File: src/htt_pkg.sv
package htt_pkg;

  // Sample and derived widths
  localparam int SAMPLE_W    = 24;
  localparam int SUM_W       = SAMPLE_W + 1;
  localparam int COEFF_W     = SAMPLE_W + 1;
  localparam int THR_W       = 25;
  localparam int CMP_W       = (COEFF_W > THR_W) ? COEFF_W : THR_W;
  localparam int COOL_W      = 8;
  localparam int WIN_W       = 10;
  localparam int BSF_W       = 11;
  localparam int KIND_W      = 2;

  // Stream packing
  localparam int IN_TDATA_W  = ((2 * SAMPLE_W + 7) / 8) * 8;
  localparam int OUT_TDATA_W = ((KIND_W + 7) / 8) * 8;

  // Configuration port
  localparam int CFG_IDX_W   = 3;
  localparam int CFG_DATA_W  = THR_W;

  localparam logic [CFG_IDX_W-1:0] REG_THR_LOW       = 3'd0;
  localparam logic [CFG_IDX_W-1:0] REG_THR_HIGH      = 3'd1;
  localparam logic [CFG_IDX_W-1:0] REG_COOLDOWN      = 3'd2;
  localparam logic [CFG_IDX_W-1:0] REG_STARTUP_COOL  = 3'd3;
  localparam logic [CFG_IDX_W-1:0] REG_DOUBLE_WINDOW = 3'd4;

  // Register reset values
  localparam logic signed [THR_W-1:0] THR_LOW_RST   = 25'sd0;
  localparam logic signed [THR_W-1:0] THR_HIGH_RST  = 25'sd16777215;
  localparam logic [COOL_W-1:0]       COOLDOWN_RST  = 8'd40;
  localparam logic [COOL_W-1:0]       STARTUP_RST   = 8'd100;
  localparam logic [WIN_W-1:0]        WINDOW_RST    = 10'd130;

  // Saturation point of the elapsed-block counter
  localparam logic [BSF_W-1:0] BSF_MAX = {BSF_W{1'b1}};

  // Verdict codes
  localparam logic [KIND_W-1:0] KIND_NONE   = 2'd0;
  localparam logic [KIND_W-1:0] KIND_SINGLE = 2'd1;
  localparam logic [KIND_W-1:0] KIND_DOUBLE = 2'd2;

  // Coefficient history count
  localparam logic [1:0] SEEN_NONE = 2'd0;
  localparam logic [1:0] SEEN_ONE  = 2'd1;
  localparam logic [1:0] SEEN_TWO  = 2'd2;

  typedef struct packed {
    logic signed [THR_W-1:0] thr_low;
    logic signed [THR_W-1:0] thr_high;
    logic [COOL_W-1:0]       cooldown_blocks;
    logic [WIN_W-1:0]        double_window;
    logic                    startup_load;
    logic [COOL_W-1:0]       startup_cooldown;
  } htt_cfg_t;

  typedef struct packed {
    logic signed [SAMPLE_W-1:0] avg;
    logic                       block_end;
  } htt_item_t;

  typedef struct packed {
    logic blk_done;
    logic blk_peak;
  } htt_blk_t;

endpackage

File: src/htt_avg_stage.sv
module htt_avg_stage (
  input  logic                          clk,
  input  logic                          rst_n,
  input  logic                          in_tvalid,
  output logic                          in_tready,
  input  logic [htt_pkg::IN_TDATA_W-1:0] in_tdata,
  input  logic                          in_tlast,
  input  logic                          out_hold,
  output htt_pkg::htt_item_t            item,
  output logic                          item_fire
);
  import htt_pkg::*;

  logic                       valid_r, valid_nxt;
  htt_item_t                  item_r;
  logic signed [SAMPLE_W-1:0] mic_a, mic_b;
  logic signed [SUM_W-1:0]    sum;
  logic                       in_xfer;

  // Average the two microphones: floor of half the sum
  assign mic_a = in_tdata[SAMPLE_W-1:0];
  assign mic_b = in_tdata[2*SAMPLE_W-1:SAMPLE_W];
  assign sum   = SUM_W'(mic_a) + SUM_W'(mic_b);

  // A block-end item waits only while the result register is full and out_tready is low
  assign item_fire = valid_r && (!item_r.block_end || !out_hold);
  assign in_tready = !valid_r || item_fire;
  assign in_xfer   = in_tvalid && in_tready;
  assign item      = item_r;

  always_comb begin
    valid_nxt = valid_r;
    if (in_xfer) begin
      valid_nxt = 1'b1;
    end else if (item_fire) begin
      valid_nxt = 1'b0;
    end
  end

  always_ff @(posedge clk) begin
    if (!rst_n) begin
      valid_r <= 1'b0;
    end else begin
      valid_r <= valid_nxt;
    end
  end

  // Capture the averaged pair on each input transfer
  always_ff @(posedge clk) begin
    if (in_xfer) begin
      item_r.avg       <= sum[SUM_W-1:1];
      item_r.block_end <= in_tlast;
    end
  end

  assert property (@(posedge clk) disable iff (!rst_n) !in_tready |-> valid_r)
    else $error("input stalled with an empty stage");
  assert property (@(posedge clk) disable iff (!rst_n)
                   (valid_r && !item_r.block_end) |-> item_fire)
    else $error("non-final item held back");
  assert property (@(posedge clk) disable iff (!rst_n)
                   (valid_r && !item_fire) |=> (valid_r && $stable(item_r)))
    else $error("held item changed");

endmodule

File: src/htt_peak.sv
module htt_peak (
  input  logic                clk,
  input  logic                rst_n,
  input  htt_pkg::htt_cfg_t   cfg,
  input  htt_pkg::htt_item_t  item,
  input  logic                item_fire,
  output htt_pkg::htt_blk_t   blk
);
  import htt_pkg::*;

  logic signed [SAMPLE_W-1:0] even_r;
  logic                       phase_r, phase_nxt;
  logic signed [COEFF_W-1:0]  older_r, newer_r;
  logic signed [COEFF_W-1:0]  older_p, newer_p;
  logic [1:0]                 seen_r, seen_nxt, seen_p;
  logic                       peak_r, peak_nxt;
  logic signed [COEFF_W-1:0]  coeff;
  logic signed [CMP_W-1:0]    thr_lo, thr_hi, newer_x, newer_px;
  logic                       take, win_newer, win_newer_p;
  logic                       mid_peak, end_peak;

  // Detail coefficient: odd average minus even average
  assign coeff = COEFF_W'(item.avg) - COEFF_W'(even_r);
  assign take  = phase_r;

  assign thr_lo   = CMP_W'(cfg.thr_low);
  assign thr_hi   = CMP_W'(cfg.thr_high);
  assign newer_x  = CMP_W'(newer_r);
  assign newer_px = CMP_W'(newer_p);

  assign win_newer   = (newer_x >= thr_lo) && (newer_x <= thr_hi);
  assign win_newer_p = (newer_px >= thr_lo) && (newer_px <= thr_hi);

  // Newest coefficient becomes a peak once its right neighbour arrives; the first of a block needs no left one
  assign mid_peak = take && win_newer && (newer_r > coeff) &&
                    ((seen_r == SEEN_ONE) ||
                     ((seen_r == SEEN_TWO) && (newer_r > older_r)));

  // Shift the coefficient history
  assign newer_p = take ? coeff : newer_r;
  assign older_p = take ? newer_r : older_r;
  assign seen_p  = (take && (seen_r != SEEN_TWO)) ? seen_r + 2'd1 : seen_r;

  // Last coefficient of a block compares only its left neighbour
  assign end_peak = (seen_p == SEEN_TWO) && win_newer_p && (newer_p > older_p);

  assign blk.blk_done = item_fire && item.block_end;
  assign blk.blk_peak = peak_r || mid_peak || end_peak;

  always_comb begin
    phase_nxt = phase_r;
    seen_nxt  = seen_r;
    peak_nxt  = peak_r;
    if (item_fire) begin
      if (item.block_end) begin
        phase_nxt = 1'b0;
        seen_nxt  = SEEN_NONE;
        peak_nxt  = 1'b0;
      end else begin
        phase_nxt = !phase_r;
        seen_nxt  = seen_p;
        peak_nxt  = peak_r || mid_peak;
      end
    end
  end

  always_ff @(posedge clk) begin
    if (!rst_n) begin
      phase_r <= 1'b0;
      seen_r  <= SEEN_NONE;
      peak_r  <= 1'b0;
    end else begin
      phase_r <= phase_nxt;
      seen_r  <= seen_nxt;
      peak_r  <= peak_nxt;
    end
  end

  // Hold the even average and the two newest coefficients
  always_ff @(posedge clk) begin
    if (!rst_n) begin
      even_r  <= '0;
      older_r <= '0;
      newer_r <= '0;
    end else if (item_fire) begin
      if (!phase_r) begin
        even_r <= item.avg;
      end
      older_r <= older_p;
      newer_r <= newer_p;
    end
  end

  assert property (@(posedge clk) disable iff (!rst_n) seen_r != 2'd3)
    else $error("coefficient count beyond two");
  assert property (@(posedge clk) disable iff (!rst_n)
                   (item_fire && item.block_end) |=> (!phase_r && !peak_r && seen_r == SEEN_NONE))
    else $error("block state not cleared at block end");
  assert property (@(posedge clk) disable iff (!rst_n)
                   (seen_r == SEEN_NONE) |-> !peak_r)
    else $error("peak flagged without coefficients");

endmodule

File: src/htt_verdict.sv
module htt_verdict (
  input  logic                           clk,
  input  logic                           rst_n,
  input  htt_pkg::htt_cfg_t              cfg,
  input  htt_pkg::htt_blk_t              blk,
  output logic                           out_hold,
  output logic                           out_tvalid,
  input  logic                           out_tready,
  output logic [htt_pkg::OUT_TDATA_W-1:0] out_tdata
);
  import htt_pkg::*;

  logic [COOL_W-1:0] cool_r, cool_nxt;
  logic              pend_r, pend_nxt;
  logic [BSF_W-1:0]  bsf_r, bsf_nxt, bsf_inc;
  logic              out_valid_r, out_valid_nxt;
  logic [KIND_W-1:0] kind_r, kind_nxt;
  logic              tap, in_window;

  assign tap       = (cool_r == '0) && blk.blk_peak;
  assign bsf_inc   = (pend_r && (bsf_r != BSF_MAX)) ? bsf_r + BSF_W'(1) : bsf_r;
  assign in_window = bsf_inc <= BSF_W'(cfg.double_window);

  // Block verdict: cooldown, then pair taps into single or double; a startup write reloads the cooldown
  always_comb begin
    cool_nxt = cool_r;
    pend_nxt = pend_r;
    bsf_nxt  = bsf_r;
    kind_nxt = KIND_NONE;
    if (blk.blk_done) begin
      if (tap) begin
        cool_nxt = cfg.cooldown_blocks;
      end else if (cool_r != '0) begin
        cool_nxt = cool_r - COOL_W'(1);
      end
      bsf_nxt = bsf_inc;
      if (tap) begin
        bsf_nxt = '0;
        if (pend_r && in_window) begin
          kind_nxt = KIND_DOUBLE;
          pend_nxt = 1'b0;
        end else if (pend_r) begin
          kind_nxt = KIND_SINGLE;
        end else begin
          pend_nxt = 1'b1;
        end
      end else if (pend_r && !in_window) begin
        kind_nxt = KIND_SINGLE;
        pend_nxt = 1'b0;
        bsf_nxt  = '0;
      end
    end
    if (cfg.startup_load) begin
      cool_nxt = cfg.startup_cooldown;
    end
  end

  // Result register: fill on block end, drain on transfer
  assign out_hold = out_valid_r && !out_tready;

  always_comb begin
    out_valid_nxt = out_valid_r;
    if (blk.blk_done) begin
      out_valid_nxt = 1'b1;
    end else if (out_tready) begin
      out_valid_nxt = 1'b0;
    end
  end

  always_ff @(posedge clk) begin
    if (!rst_n) begin
      cool_r      <= STARTUP_RST;
      pend_r      <= 1'b0;
      bsf_r       <= '0;
      out_valid_r <= 1'b0;
    end else begin
      cool_r      <= cool_nxt;
      pend_r      <= pend_nxt;
      bsf_r       <= bsf_nxt;
      out_valid_r <= out_valid_nxt;
    end
  end

  always_ff @(posedge clk) begin
    if (blk.blk_done) begin
      kind_r <= kind_nxt;
    end
  end

  assign out_tvalid = out_valid_r;
  assign out_tdata  = OUT_TDATA_W'(kind_r);

  assert property (@(posedge clk) disable iff (!rst_n) !pend_r |-> (bsf_r == '0))
    else $error("elapsed-block count running without a pending tap");
  assert property (@(posedge clk) disable iff (!rst_n)
                   out_valid_r |-> (kind_r == KIND_NONE || kind_r == KIND_SINGLE ||
                                    kind_r == KIND_DOUBLE))
    else $error("undefined verdict code");
  assert property (@(posedge clk) disable iff (!rst_n)
                   (blk.blk_done && kind_nxt == KIND_DOUBLE) |=> !pend_r)
    else $error("double tap left a first tap pending");
  assert property (@(posedge clk) disable iff (!rst_n) blk.blk_done |-> !out_hold)
    else $error("result register overwritten");

endmodule

File: src/haar_transient_tap_detector_top.sv
// Channel  Direction  Payload (low bit up)
// in_      slave      tdata: mic_a_sample, mic_b_sample; tlast: block_end
// out_     master     tdata: tap_kind (zero padded to a byte)
// cfg_     slave      index: register number; data: register value
//
// One sample pair is taken every cycle unless a held block-end pair stalls
// the input; a verdict leaves through the input register, then the result register.
// The rate is set by the single compare path from the input register to
// the result register; only a block-end pair waits while a verdict is held.
// rst_n is synchronous and active low; configuration writes always complete.
module haar_transient_tap_detector_top (
  input  logic                           clk,
  input  logic                           rst_n,
  // in_tdata: mic_a_sample, mic_b_sample
  input  logic                           in_tvalid,
  output logic                           in_tready,
  input  logic [htt_pkg::IN_TDATA_W-1:0]  in_tdata,
  input  logic                           in_tlast,
  // out_tdata: tap_kind
  output logic                           out_tvalid,
  input  logic                           out_tready,
  output logic [htt_pkg::OUT_TDATA_W-1:0] out_tdata,
  input  logic                           cfg_valid,
  output logic                           cfg_ready,
  input  logic [htt_pkg::CFG_IDX_W-1:0]   cfg_index,
  input  logic [htt_pkg::CFG_DATA_W-1:0]  cfg_data
);
  import htt_pkg::*;

  logic signed [THR_W-1:0] thr_low_r, thr_high_r;
  logic [COOL_W-1:0]       cooldown_r;
  logic [WIN_W-1:0]        window_r;
  logic                    cfg_xfer, startup_load;
  htt_cfg_t                cfg;
  htt_item_t               item;
  logic                    item_fire;
  logic                    out_hold;
  htt_blk_t                blk;

  assign cfg_ready    = 1'b1;
  assign cfg_xfer     = cfg_valid && cfg_ready;
  assign startup_load = cfg_xfer && (cfg_index == REG_STARTUP_COOL);

  // Configuration register file; a startup write loads the cooldown directly
  always_ff @(posedge clk) begin
    if (!rst_n) begin
      thr_low_r  <= THR_LOW_RST;
      thr_high_r <= THR_HIGH_RST;
      cooldown_r <= COOLDOWN_RST;
      window_r   <= WINDOW_RST;
    end else if (cfg_xfer) begin
      unique case (cfg_index)
        REG_THR_LOW:       thr_low_r  <= cfg_data;
        REG_THR_HIGH:      thr_high_r <= cfg_data;
        REG_COOLDOWN:      cooldown_r <= cfg_data[COOL_W-1:0];
        REG_DOUBLE_WINDOW: window_r   <= cfg_data[WIN_W-1:0];
        default: ;
      endcase
    end
  end

  assign cfg.thr_low          = thr_low_r;
  assign cfg.thr_high         = thr_high_r;
  assign cfg.cooldown_blocks  = cooldown_r;
  assign cfg.double_window    = window_r;
  assign cfg.startup_load     = startup_load;
  assign cfg.startup_cooldown = cfg_data[COOL_W-1:0];

  htt_avg_stage u_avg (
    .clk       (clk),
    .rst_n     (rst_n),
    .in_tvalid (in_tvalid),
    .in_tready (in_tready),
    .in_tdata  (in_tdata),
    .in_tlast  (in_tlast),
    .out_hold  (out_hold),
    .item      (item),
    .item_fire (item_fire)
  );

  htt_peak u_peak (
    .clk       (clk),
    .rst_n     (rst_n),
    .cfg       (cfg),
    .item      (item),
    .item_fire (item_fire),
    .blk       (blk)
  );

  htt_verdict u_verdict (
    .clk        (clk),
    .rst_n      (rst_n),
    .cfg        (cfg),
    .blk        (blk),
    .out_hold   (out_hold),
    .out_tvalid (out_tvalid),
    .out_tready (out_tready),
    .out_tdata  (out_tdata)
  );

endmodule
File: config.mk
export PLATFORM = sky130hd
export DESIGN_NAME = haar_transient_tap_detector_top
export DESIGN_NICKNAME = d
export VERILOG_FILES = /design/src/htt_pkg.sv /design/src/htt_avg_stage.sv /design/src/htt_peak.sv /design/src/htt_verdict.sv /design/src/haar_transient_tap_detector_top.sv
export SDC_FILE = /design/constraint.sdc
export NUM_CORES = 1
export LEC_CHECK = 0
export BUFFER_PORTS_ARGS = -buffer_cell sky130_fd_sc_hd__buf_2
export CAP_MARGIN = 20
export CORE_AREA = 2 2 175 177
export DETAILED_ROUTE_END_ITERATION = 16
export DIE_AREA = 0 0 177 179
export PLACE_DENSITY = 0.67
export SLEW_MARGIN = 20
export SYNTH_ARGS = -nofsm -noshare
export SYNTH_HDL_FRONTEND = slang
export SYNTH_SLANG_ARGS = --single-unit
File: constraint.sdc
create_clock -name clk -period 8.2 [get_ports clk]
set_input_delay 1.23 -clock clk [delete_from_list [all_inputs] [get_ports clk]]
set_output_delay 1.23 -clock clk [all_outputs]
set_load 0.03 [all_outputs]
==> reports/metrics.cfg, run 1 <==
[yosys]
synthXorXnorAreaFrac_pct=3.04
synthArstFlopShare_pct=0
ys_top_cells_by_area=dfxtp_1 23%, ha_1 20%, nand2_1 7.2%, a21oi_1 6.5%, edfxtp_1 5.5%
synth_edf_count=27
synth_seq_area_share_pct=28.4
synth_top_cell_by_area=dfxtp_1
ys.flop_type=dfxtp_1
synth-compound-area-share_pct=19.9
yosysWarnings=0
synth_cells=1831
ys_ff_latch=195
synth_fa_ha_area_share_pct=20.4
synth_area_per_cell_sq_um=8.02
synth-simple-area-share_pct=18.7
synthesis.area_sq_um=14700
synth_top_area_share_pct=22.9
synth.area.mux_share_pct=3.50
ys_types=79
synth_top_family_by_area=adder cells

[clock_tree]
post_cts_buffers=0
cts.sink_count=195
cts_root_buffer=clkbuf_16
cts_made_buffers=17
clkTransAtPathRegs_ps=70
cts_tree=done
ctsHtreeMaxLevel=4
cts_hold_buf=0
ctsResizeCount=0
cts_buffer_depth=2
clk_latency_ps=450

[timing]
drv_slew=0
finClkSkew_ps=15.2
timing.final.ws_setup_ps=1750
finalHoldViolCount=0
max_freq_ghz=0.155
setup-tns-final_ps=0
fin_crit_ps=6450
post-route-period-util_pct=78.7
tightest_slew_ps=1140
setup_viol=0
rsz0062_at_grt=false
timing.slew.headroom_pct=23.9

[floorplanning]
core_sq_um=30000
rows=64
die_w_um=177
die-area_sq_um=31700
start_util_pct=48.9
die_height_um=179
num_io_pins=93

[placed_design]
place.port_buffers=85
dp_hpwl_um=30900
gp_congestion=0.955
pre_cts_slack_ps=1780

[route]
drc=0
routed_wl_um=39700
avgViaCountPerCell=5.76
ant_nets=0
firstDrtPassIters=5
drt_iter0_markers=856
wl_per_cell_um=17.3
num_vias=13207

[run_status]
outcome=completed

[setup_path]
cp-start-kind=flip-flop
cp_data_arrival_time_ps=6740
path_class=flip-flop to flip-flop
endpoint_kind=flip-flop
crit_required_ps=8490
crit_path_max_fanout=11

[finish]
n_antenna_cell=0
final_layout_size_suffix_gt1_share_pct=8.76
nets=2203
layout_common_cells=283 x nand2_1, 236 x ha_1, 192 x a21oi_1
area_growth_pct=9.16
final_common_cell=nand2_1

[power]
p_per_area_nw_per_um2=174
leakagePower_nw=6.82
vdd_drop_max_mv=0.159

[global_routing]
grt_pass1_vias=12071
overflow=0
grt_max_degree=73
grtUsageTotal_pct=25.3
grt_pass1_wl_um=63200
antenna_found_initial=0

[job]
maxCapViolations=0

[worst_hold_path]
hp-class=flip-flop to flip-flop

[synthesized netlist by cell type (13+ instances only)]
cell,count
clkbuf_1,54
nor3_1,28
a21oi_1,192
a211oi_1,43
ha_1,236
nand2_1,283
xnor2_1,38
o21ai_0,53
mux2_2,19
a21o_1,25
nand3_1,69
xor2_1,13
dfxtp_1,168
nor2b_1,14
a31oi_1,14
nand4_1,32
mux2i_1,30
nor2_1,113
inv_1,162
o211ai_1,36
edfxtp_1,27
[routing by layer]
metal | GRT usage [%] | share of wire, % | up-vias
met1 | 36.1 | 48 | 6138
met2 | 38.8 | 43 | 365
met3 | 3.46 | 5.8 | 49
met5 | 0 | 0 | -
met4 | 8.82 | 2.8 | 0
li1 | - | - | 6655
[cells by family (layout without fill, tap and decap cells)]
family | after synthesis | count (layout)
mux | 49 | 49
buf+inv | 229 | 289
compound gates | 459 | 459
simple gates | 608 | 608
flops | 195 | 195
xor+xnor | 51 | 51
fa+ha+maj | 238 | 238
other cells | 2 | 7
[stage by stage]
stage | utilization (%) | total power, mW | std cells | area (sq um) | hold WS, ps
final | 53.4 | 2.79 | 2292 | 16000 | 457
after global routing | 53.4 | 2.94 | 2292 | 16000 | 475
after CTS | 53.3 | 2.79 | 2291 | 16000 | 457
after detailed placement | 51.4 | 1.94 | 2259 | 15400 | 448
after global placement | 51.4 | 1.92 | 2259 | 15400 | 441
after floorplan | - | 1.69 | 1836 | 14700 | 433
[sequential cells by signal, summed over array words and instances, names as in the netlist]
signal and flops:
u_peak.older_r 25, u_peak.peak_r 1, thr_high_r 25, u_avg.valid_r 1, u_verdict.cool_r 8, u_verdict.kind_r 2, u_peak.newer_r 25, cooldown_r 8
u_peak.phase_r 1, u_peak.seen_r 2, u_verdict.bsf_r 11, u_peak.even_r 24, window_r 10, u_avg.item 25, u_verdict.out_tvalid 1, thr_low_r 25
u_verdict.pend_r 1
[worst max-delay path: stages, from the launching register on]
cell and delay (ps):
edfxtp_1 380, inv_1 70, ha_1 170, inv_1 50, fa_1 420, a211oi_1 280, o21ai_0 220, a311o_1 330
a21oi_1 170, o21ai_1 200, a41oi_2 300, a21oi_1 120, o31ai_2 410, mux2i_1 260, ha_1 360, a2111oi_0 560
nand2_1 100, o31a_1 250, o2111a_1 270, nor3_4 320, a21oi_2 50, buf_4 200, o22ai_1 600, o21ai_0 210
[power breakdown]
part           switching (mW)  internal (mW)  total [mW]
combinational           0.535          0.337       0.872
clock                   0.394          0.458       0.852
sequential             0.0383           1.02        1.06
total                   0.967           1.82        2.79
[final timing paths]
kind	from	slack, ps	to	cells past startpoint
worst min register to register	u_peak.even_r[8]$_SDFFE_PN0P_	460	u_peak.even_r[8]$_SDFFE_PN0P_	2
worst min-delay path	u_peak.even_r[8]$_SDFFE_PN0P_	460	u_peak.even_r[8]$_SDFFE_PN0P_	2
worst max-delay path	u_avg.item[1]$_DFFE_PP_	1750	u_verdict.bsf_r[3]$_SDFFE_PN0P_	23
worst max register to register	u_avg.item[1]$_DFFE_PP_	1750	u_verdict.bsf_r[3]$_SDFFE_PN0P_	23
[area by class of cell]
cell class / count / area (sq um)
tap: 396 / 495
timing repair buffer: 93 / 505
clock inverter: 9 / 91.3
sequential: 195 / 4180
multi-input combinational: 1412 / 9660
inverter: 164 / 618
fill: 2877 / 14000
clock buffer: 23 / 489
Note: power is estimated with default switching activity, not from simulation.
==> run 2, diff against run 1 <==
ABC_AREA = 1   (was unset)
CORE_AREA = 2 2 177 179   (was 2 2 175 177)
DIE_AREA = 0 0 179 181   (was 0 0 177 179)
clock period = 6.7 ns   (was 8.2 ns; I/O delays follow)
==> run 2 against run 1 <==
Synthesized area is 2.9% higher. Die area is 2.3% higher. Fmax increased by 40%. Power up 31%. Flip-flop and latch count did not move. Cell area rose by 2.4%. Register-to-register slack gained 350 ps.
==> reports/metrics.cfg, run 2 <==
[power]
pwr-share-seq_pct=36.4  ; -1.7 points
p_sw_mw=1.40  ; +45%
clockPowerShare_pct=28.7  ; -1.9 points
leakagePower_nw=8.16  ; +20%
vdd_drop_max_mv=0.199  ; +25%
p_total_mw=3.65  ; +31%
pwr-share-comb_pct=34.9  ; +3.6 points
switching_share_pct=38.4  ; +3.6 points
p_per_area_nw_per_um2=222  ; +28%
intPower_mw=2.25  ; +24%

[global_routing]
use_met1_pct=32.7  ; -3.4 points
grt_pass1_vias=12663  ; +4.9%
use_met3_pct=3.11  ; -0.34 points
use_met2_pct=38.0  ; -0.78 points
overflow=0  ; unchanged
grtUsageTotal_pct=23.7  ; -1.5 points
grt_max_degree=91  ; +25%
antenna_found_initial=0  ; unchanged
grt_pass1_wl_um=61700  ; -2.3%
grt.busiest_layer=met2

[floorplanning]
die_w_um=179  ; +1.1%
die-area_sq_um=32400  ; +2.3%
start_util_pct=49.8  ; +0.89 points
num_io_pins=93  ; unchanged
die_height_um=181  ; +1.1%
core_sq_um=30300  ; +1.1%
rows=64  ; unchanged

[yosys]
synth_area_per_cell_sq_um=7.16  ; -11%
synthArstFlopShare_pct=0  ; unchanged
synth_top_cell_by_area=dfxtp_1
synth_edf_count=27  ; unchanged
ys_types=48  ; -39%
synth.most_common_cell=nand2_1
yosys-top-cells-count=413 x nand2_1, 324 x inv_1, 236 x ha_1
yosysWarnings=0  ; unchanged
ys.flop_type=dfxtp_1
ys_ff_latch=195  ; unchanged
synth_cells=2112  ; +15%
ys_top_cells_by_area=dfxtp_1 22%, ha_1 20%, nand2_1 10%, inv_1 8.0%, a21oi_1 7.0%
synth_top_area_share_pct=22.2  ; -0.65 points
synthesis.area_sq_um=15100  ; +2.9%
synth_seq_area_share_pct=27.6  ; -0.80 points

[setup_path]
cp_slowest_stage_delay_ps=390  ; -210 ps
slowest_stage=edfxtp_1
path_class=flip-flop to flip-flop
crit_path_start=u_avg.item[1]$_DFFE_PP_
rrSetupSlack_ps=2100  ; +350 ps
crit_required_ps=7010  ; -1480 ps
endpoint_kind=flip-flop
reg2regPathDepth=32  ; +39%
cp_data_arrival_time_ps=4910  ; -1830 ps
path_common_cell=nand2_1
r2r-end=u_verdict.pend_r$_SDFFE_PN0P_
reg2reg_from=u_avg.item[1]$_DFFE_PP_
cp-start-kind=flip-flop
crit_path_max_fanout=13  ; +2

[placed_design]
place.port_buffers=85  ; unchanged
pre_cts_slack_ps=2150  ; +368 ps
dp.cells=2536  ; +12%
dp_hpwl_um=29500  ; -4.7%
dpl-instance-area_sq_um=15800  ; +2.5%
gp_congestion=0.907  ; -5.0%

[clock_tree]
clk_latency_ps=460  ; about the same
cts_root_buffer=clkbuf_16
cts.sink_count=195  ; unchanged
clkTransAtPathRegs_ps=80  ; about the same
post_cts_buffers=0  ; unchanged
ctsHtreeMaxLevel=4  ; unchanged
cts_tree=done
ctsResizeCount=0  ; unchanged
cts_hold_buf=0  ; unchanged
cts_buffer_depth=2  ; unchanged
cts_made_buffers=17  ; unchanged

[route]
firstDrtPassIters=6  ; +1
ant_nets=0  ; unchanged
num_vias=13732  ; +4.0%
drt_iter0_markers=875  ; +2.2%
avgViaCountPerCell=5.35  ; -7.2%
routed_wl_um=37600  ; -5.2%
wl_per_cell_um=14.6  ; -15%
drc=0  ; unchanged

[finish]
final_cells=2569  ; +12%
final_area_sq_um=16400  ; +2.4%
final_common_cell=nand2_1
area_growth_pct=8.57
final_layout_size_suffix_gt1_share_pct=8.42  ; -0.33 points
n_antenna_cell=0  ; unchanged
layout_common_cells=413 x nand2_1, 323 x inv_1, 236 x ha_1
nets=2480  ; +13%

[worst_hold_path]
min_to=u_peak.even_r[10]$_SDFFE_PN0P_
worstHoldStart=u_peak.even_r[10]$_SDFFE_PN0P_
hold_depth=2  ; unchanged
hp-class=flip-flop to flip-flop

[timing]
timing.slew.headroom_pct=28.3  ; +4.4 points
tightest_slew_ps=1070  ; -68.2 ps
setup_viol=0  ; unchanged
setup-tns-final_ps=0  ; unchanged
max_freq_ghz=0.217  ; +40%
drv_slew=0  ; unchanged
fin_crit_ps=4600  ; -1850 ps
finalHoldViolCount=0  ; unchanged
post-route-period-util_pct=68.7  ; -10 points
rsz0062_at_grt=false
timing.final.ws_setup_ps=2100  ; +350 ps
finClkSkew_ps=14.1  ; -1.02 ps

[run_status]
outcome=completed

[job]
maxCapViolations=0  ; unchanged

## run 2: cell count changes after synthesis, moves of 14 or more
cell / change
inv_1: +162
nand2_1: +130
o21ai_0: +86
o21ai_1: +32
xor2_1: +31
mux2i_1: -30
nor2_1: +27
xnor2_1: -26
a21oi_1: +20
mux2_2: -19
nor2b_1: -14
## run 2: how the worst max path moves through the flow
stage	end	slack (ps)	depth (start not counted)
floorplan	u_verdict.cool_r[5]$_SDFFE_PN1P_	2820	34
detailed placement	u_verdict.bsf_r[9]$_SDFFE_PN0P_	2150	28
finish	u_verdict.pend_r$_SDFFE_PN0P_	2100	32
global route	u_verdict.cool_r[5]$_SDFFE_PN1P_	1660	32
CTS	u_verdict.bsf_r[9]$_SDFFE_PN0P_	2100	32
global placement	u_verdict.cool_r[5]$_SDFFE_PN1P_	2250	30
## run 2: through the flow
| stage | utilization, % | hold slack, ps |
|---|---|---|
| 6_report | 54.1 | 459 |
| 5_1_grt | 54.1 | 483 |
| 4_1_cts | 54.0 | 463 |
| 3_5_place_dp | 52.1 | 451 |
| 3_3_place_gp | 52.1 | 443 |
| 2_1_floorplan | - | 428 |
## run 2: final cells by class
class	count	area, sq um
flip-flops and latches	195	4180
well taps	396	495
clock inverters	13	131
multi-input cells	1520	9420
clock buffers	19	453
inverters	334	1250
fillers	2990	13900
repair buffers	92	485
## run 2: kinds of logic (layout without fill, tap and decap cells)
logic type | after synthesis | in the layout | synth area share [%]
flops | 195 | 195 | 27.6
simple gates | 714 | 714 | 19.9
other cells | 2 | 7 | 0.0497
xor+xnor | 56 | 56 | 3.24
compound gates | 505 | 505 | 19.1
fa+ha+maj | 238 | 238 | 19.8
buf+inv | 402 | 458 | 10.3
## run 2: critical path, delay by kind of cell (launching register included)
kind | cells | cell delay (ps)
fa+ha+maj | 3 | 830
xor+xnor | 1 | 280
buf+inv | 2 | 120
flops | 1 | 390
compound gates | 5 | 740
simple gates | 21 | 2090
## run 2: layer usage
metal  up-vias  part of all wire, %
met5         -                    0
met4         0                  2.3
met3        54                  4.4
met2       322                   45
met1      6234                   49
li1       7122                    -
## run 2: power groups by stage
stage / Combinational, mW / Clock (mW) / Sequential, mW
floorplan: 0.958 / 0 / 1.33
global placement: 1.23 / 0 / 1.35
detailed placement: 1.26 / 0 / 1.35
CTS: 1.27 / 1.07 / 1.32
global route: 1.46 / 1.11 / 1.34
finish: 1.27 / 1.05 / 1.33
